File: src/design/lifegrid_pkg.sv
package lifegrid_pkg;

  localparam int ROWS  = 128;
  localparam int COLS  = 128;
  localparam int ROW_W = $clog2(ROWS);
  localparam int COL_W = $clog2(COLS);

  localparam logic [2:0] OP_WRITE  = 3'd0;
  localparam logic [2:0] OP_TOGGLE = 3'd1;
  localparam logic [2:0] OP_CLEAR  = 3'd2;
  localparam logic [2:0] OP_READ   = 3'd3;
  localparam logic [2:0] OP_STEP   = 3'd4;

  localparam logic [3:0] SURVIVE_LOW  = 4'd2;
  localparam logic [3:0] SURVIVE_HIGH = 4'd3;
  localparam logic [3:0] BIRTH_COUNT  = 4'd3;

  typedef logic [COLS-1:0] row_t;

  typedef struct packed {
    logic [2:0] op;
    logic [6:0] cell_row;
    logic [6:0] cell_col;
    logic       write_value;
  } req_t;

  typedef struct packed {
    logic       read_value;
    logic [2:0] done_op;
  } rsp_t;

  typedef struct packed {
    logic             clr;
    logic             wr_en;
    logic [ROW_W-1:0] wr_addr;
    logic             rd_en;
    logic [ROW_W-1:0] rd_addr;
  } mem_req_t;

endpackage

File: src/design/lifegrid_rule.sv
module lifegrid_rule import lifegrid_pkg::*; (
  input  row_t above,
  input  row_t cur,
  input  row_t below,
  output row_t next_row
);

  logic [COLS+1:0] a_ext;
  logic [COLS+1:0] c_ext;
  logic [COLS+1:0] b_ext;

  // zero pad on both sides so edge cells see dead neighbors
  assign a_ext = {1'b0, above, 1'b0};
  assign c_ext = {1'b0, cur, 1'b0};
  assign b_ext = {1'b0, below, 1'b0};

  always_comb begin
    logic [3:0] cnt;
    next_row = '0;
    for (int c = 0; c < COLS; c++) begin
      cnt = 4'(a_ext[c]) + 4'(a_ext[c+1]) + 4'(a_ext[c+2])
          + 4'(c_ext[c]) + 4'(c_ext[c+2])
          + 4'(b_ext[c]) + 4'(b_ext[c+1]) + 4'(b_ext[c+2]);
      if (cur[c]) begin
        next_row[c] = (cnt >= SURVIVE_LOW) && (cnt <= SURVIVE_HIGH);
      end else begin
        next_row[c] = (cnt == BIRTH_COUNT);
      end
    end
  end

endmodule

File: config.mk
export PLATFORM = sky130hd
export DESIGN_NAME = lifegrid_rule
export DESIGN_NICKNAME = d
export VERILOG_FILES = /design/src/design/lifegrid_pkg.sv /design/src/design/lifegrid_rule.sv
export SDC_FILE = /design/constraint.sdc
export NUM_CORES = 1
export LEC_CHECK = 0
export BUFFER_PORTS_ARGS = -buffer_cell sky130_fd_sc_hd__buf_2
export CORE_MARGIN = 5
export CORE_UTILIZATION = 40
export DETAILED_ROUTE_END_ITERATION = 6
export SYNTH_ARGS = -nofsm -noshare
export SYNTH_HDL_FRONTEND = slang
export SYNTH_SLANG_ARGS = --single-unit
File: constraint.sdc
create_clock -name vclk -period 3.87
set_input_delay 0.387 -clock vclk [all_inputs]
set_output_delay 0.387 -clock vclk [all_outputs]
set_load 0.01 [all_outputs]
# --- Yosys cells after proc, flatten, opt, wreduce, memory -nomap -nowiden ---
# Cells that the tools add are included.
op_classes:
  addsub: 889
  magnitude_cmp: 256
  eq_ne: 128
  mux: 128
  reduce_logical: 128
ops:
  columns: ["cell", "count"]
  rows:
  - ["$add A4 B1 Y4", 508]
  - ["$eq A4 B2 Y1 const B", 128]
  - ["$ge A4 B2 Y1 const B", 128]
  - ["$le A4 B2 Y1 const B", 128]
  - ["$add A3 B1 Y4", 127]
  - ["$add A2 B1 Y3", 127]
  - ["$add A1 B1 Y2", 127]
  - ["$logic_and A1 B1 Y1", 128]
  - ["$mux W1", 128]
word_totals:
  register_bits: 0
  inputBits: 384
  out_inout_bits: 128
  elab_cells: 1529

# --- Depth between registers and ports, before layout ---
logic_depth:
  depth_word: 10
  depth_mapped: 11
  depth_no_buf: 11

# --- Worst setup path after synthesis ---
# Ideal clock, no wire load.
synth_timing:
  path_kind: "input port to output port"
  startpoint: "input port above[13]"
  endpoint: "output port next_row[14]"
  t_arrival_ns: 3.241
  t_required_ns: 3.483
  setup_slack_ns: 0.242
  path_stages: 9
  n_path_buf: 0
  path_cell_list: "inv_1 fa_1 fa_1 fa_1 inv_1 ha_1 inv_1 fa_1 a2111oi_0"
synth_via:
  elab_chain_cells: 10
  elab_cells_between_ends: 12
  cone_classes: "add/sub: 7; order compare: 2; eq/ne: 1; mux: 1; reduce/logical: 1"
synth_rtl:
  columns: ["item", "line_no", "text"]
  rows:
  - ["start: declaration", "lifegrid_rule.sv:2", "input row_t above,"]
  - ["$add A1 B1 Y2 *", "lifegrid_rule.sv:21", "cnt = 4'(a_ext[c]) + 4'(a_ext[c+1]) + 4'(a_ext[c+2])"]
  - ["$add A2 B1 Y3 *", "lifegrid_rule.sv:21", null]
  - ["$add A3 B1 Y4 *", "lifegrid_rule.sv:22", "+ 4'(c_ext[c]) + 4'(c_ext[c+2])"]
  - ["$add A4 B1 Y4 *", "lifegrid_rule.sv:22", null]
  - ["$add A4 B1 Y4 * (3 in a row)", "lifegrid_rule.sv:23", "+ 4'(b_ext[c]) + 4'(b_ext[c+1]) + 4'(b_ext[c+2]);"]
  - ["$ge A4 B2 Y1 / $le A4 B2 Y1 (equally long branches)", "lifegrid_rule.sv:25", "next_row[c] = (cnt >= SURVIVE_LOW) && (cnt <= SURVIVE_HIGH);"]
  - ["$logic_and A1 B1 Y1", "lifegrid_rule.sv:25", null]
  - ["$mux W1 *", "lifegrid_rule.sv:24", "if (cur[c]) begin"]
  - ["end: declaration", "lifegrid_rule.sv:5", "output row_t next_row"]
# Every way passes the cells marked *; elsewhere a longest branch is shown, timed or not.

# --- Worst setup path in the final report ---
layout_timing:
  startpoint: "input port above[20]"
  endpoint: "output port next_row[21]"
# Same word-level chain as after synthesis.

==> qor_table.md <==
| Quantity | Value |
|---|---|
| Outcome | finished clean |
| Total number of vias | 17516 |
| Cell variety after synth | 22 |
| # IOs | 512 |
| Number of input and output port buffers inserted | 512 |
| Worst slew slack as a fraction of its limit | 77.43% |
| Share of the yosys chip area belonging to registers | 0% |
| Synth warn | 0 |
| Ratio of cells with drive above 1 in the final layout | 19.71% |
| Total overflow reported by the global router | 0 |
| Worst Max-Slew Pin Slew | 0.3301 ns |
| Vias in the first global route | 18546 |
| Total placed instance area | 26240 sq um |
| Fin cells | 3959 |
| Type of the most critical hold path | in -> out |
| Number of DRC violations after detailed-routing iteration 0 | 411 |
| Critical Path Fanout Max | 2 |
| Hold path cells | 3 |
| Final worst slack | 0.02674 ns |
| Final-layout setup total negative slack | 0 ns |
| Synth Cell Area | 22540 sq um |
| Number of placed instances, taps included | 3934 |
| Minimum clock period after layout | 3.843 ns |
| Worst EP arrival | 3.46 ns |
| Final count of pins violating max slew | 0 |
| Sum of internal, switching and leakage power | 7.411 mW |
| DR DRC count | 0 |
| Fraction of the cycle the final worst path needs | 99.31% |
| Core Util, Final | 47.55% |
| Synthesized Nets | 3913 |
| Number of standard cells after synthesis | 2641 |
| Num rows | 87 |
| Required time at the worst-slack endpoint | 3.48 ns |
| Number of nets in the finished design | 4455 |
| Kind of end point of the critical path | output pin |
| Detailed Route WL | 54230 um |
| PwrDens | 278.0 nW/um^2 |
| HPWL after detailed placement | 52970 um |
| Start-to-end type of the worst setup path | in -> out |
| Count of hold-fix buffers inserted at cts | 0 |
| Endpoints failing hold | 0 |
| Die ar. | 61200 sq um |
| Layout clock buffer count | 0 |
| Worst-case hold slack | 1.091 ns |
| Leading cell type in the layout, fill and taps excluded | sky130_fd_sc_hd__inv_1 |
| Footprint of the multi-input gates | 18560 sq um |
| Synthesis-to-finish area growth | 18.25% |
| Sequential Area | 0 sq um |
| Seq Cell Count | 0 |
| Placer congestion estimate | 0.8617 |
| Maximum number of pins on one net before global-route repair | 4 |
| Number of max-cap violations | 0 |
| Total iterations of the first detailed-routing run | 5 |
| Nature of the critical path startpoint | primary input |
| Avg Inst Size Synth | 8.536 sq um |
| Number of antenna violations at the first check in global routing | 33 |
| Post-route design area | 26660 sq um |
| Wire length of the first global-routing pass | 88530 um |
| Height of the chip | 247.4 um |
| Remaining antenna violation count after routing | 0 |
| Commonest cells after routing, fill and taps aside | 1112 x sky130_fd_sc_hd__inv_1, 504 x sky130_fd_sc_hd__buf_2, 497 x sky130_fd_sc_hd__fa_1 |
| Total global-route track usage | 17.47% |
| Initial core utilization | 40.21% |
| Die width | 247.4 um |
| Final number of setup-violating endpoints | 0 |
| Leakage dissipation | 15.66 nW |
| Layout filler cell count | 5588 |
| Setup slack after placement | -0.06049 ns |
| Unrepaired setup endpoints after global routing | true |
| Detailed-route wire length per cell | 13.70 um |
| Vias per std cell | 4.424 |
| Worst-case vdd ir drop | 127.0 uV |
| Placeable core area | 56060 sq um |
| Maximum clock frequency | 260.2 MHz |
metal layers:
| metal | track usage, % | vias up | wire length (um) |
|---|---|---|---|
| li1 | - | 8831 | - |
| met1 | 21.71 | 8255 | 22410 |
| met2 | 31.65 | 330 | 26870 |
| met3 | 4.534 | 68 | 3935 |
| met4 | 2.007 | 32 | 802 |
| met5 | 0 | - | 209 |
report_power, final:
group / leakage, nW / switching (mW) / total, mW / internal [mW]
Sequential: 0 / 0 / 0 / 0
Clock: 0.000139 / 0 / 0.000000761 / 0.000000761
Combinational: 15.7 / 4.05 / 7.41 / 3.36
Total: 15.7 / 4.05 / 7.41 / 3.36
timing repair:
action,in CTS,in global routing
pin swaps,0,38
resized for setup,4,106
gates cloned,0,0
setup buffers,0,4
setup endpoints to repair,3,38
synthesized netlist by cell type, drive strengths merged:
cell,n,area (sq um)
a2111oi,17,167.7
a211o,30,262.8
a211oi,37,277.8
a21oi,27,135.1
a31oi,78,488.0
fa,508,10170
ha,380,4755
inv,1134,4257
nand2,78,292.8
nand2b,7,43.79
nand3,10,50.05
nand3b,7,52.55
nor2,150,563.0
nor2b,63,394.1
nor3,62,310.3
nor3b,1,7.510
o21a,1,7.510
o21ai,10,50.05
o22ai,30,187.7
o31a,1,8.760
or2,10,62.56
critical path, cell delays in order:
cell and delay, ns:
sky130_fd_sc_hd__buf_8 0.08, sky130_fd_sc_hd__clkinvlp_4 0.13, sky130_fd_sc_hd__buf_6 0.15, sky130_fd_sc_hd__fa_1 0.53, sky130_fd_sc_hd__fa_1 0.45, sky130_fd_sc_hd__fa_1 0.49, sky130_fd_sc_hd__inv_1 0.08, sky130_fd_sc_hd__ha_2 0.18
sky130_fd_sc_hd__inv_2 0.04, sky130_fd_sc_hd__fa_2 0.39, sky130_fd_sc_hd__nor2_2 0.11, sky130_fd_sc_hd__a31oi_1 0.08, sky130_fd_sc_hd__nor3_1 0.19, sky130_fd_sc_hd__buf_4 0.17
kinds of logic after synthesis:
kind of cell	synth area share, %
buf+inv	18.88
fa+ha+maj	66.20
simple gates	7.881
compound gates	7.032
layout make-up:
cell class | instances | share of cell area, %
diodes | 22 | 0.2065
inverters | 1134 | 16.02
multi-input cells | 1507 | 69.62
well taps | 756 | 3.548
repair buffers | 540 | 10.60
final timing paths:
| path | start | to | slack [ns] |
|---|---|---|---|
| worst max-delay path | above[20] | next_row[21] | 0.03 |
| worst min-delay path | cur[127] | next_row[127] | 1.09 |
Power figures use the tool's default switching activity.
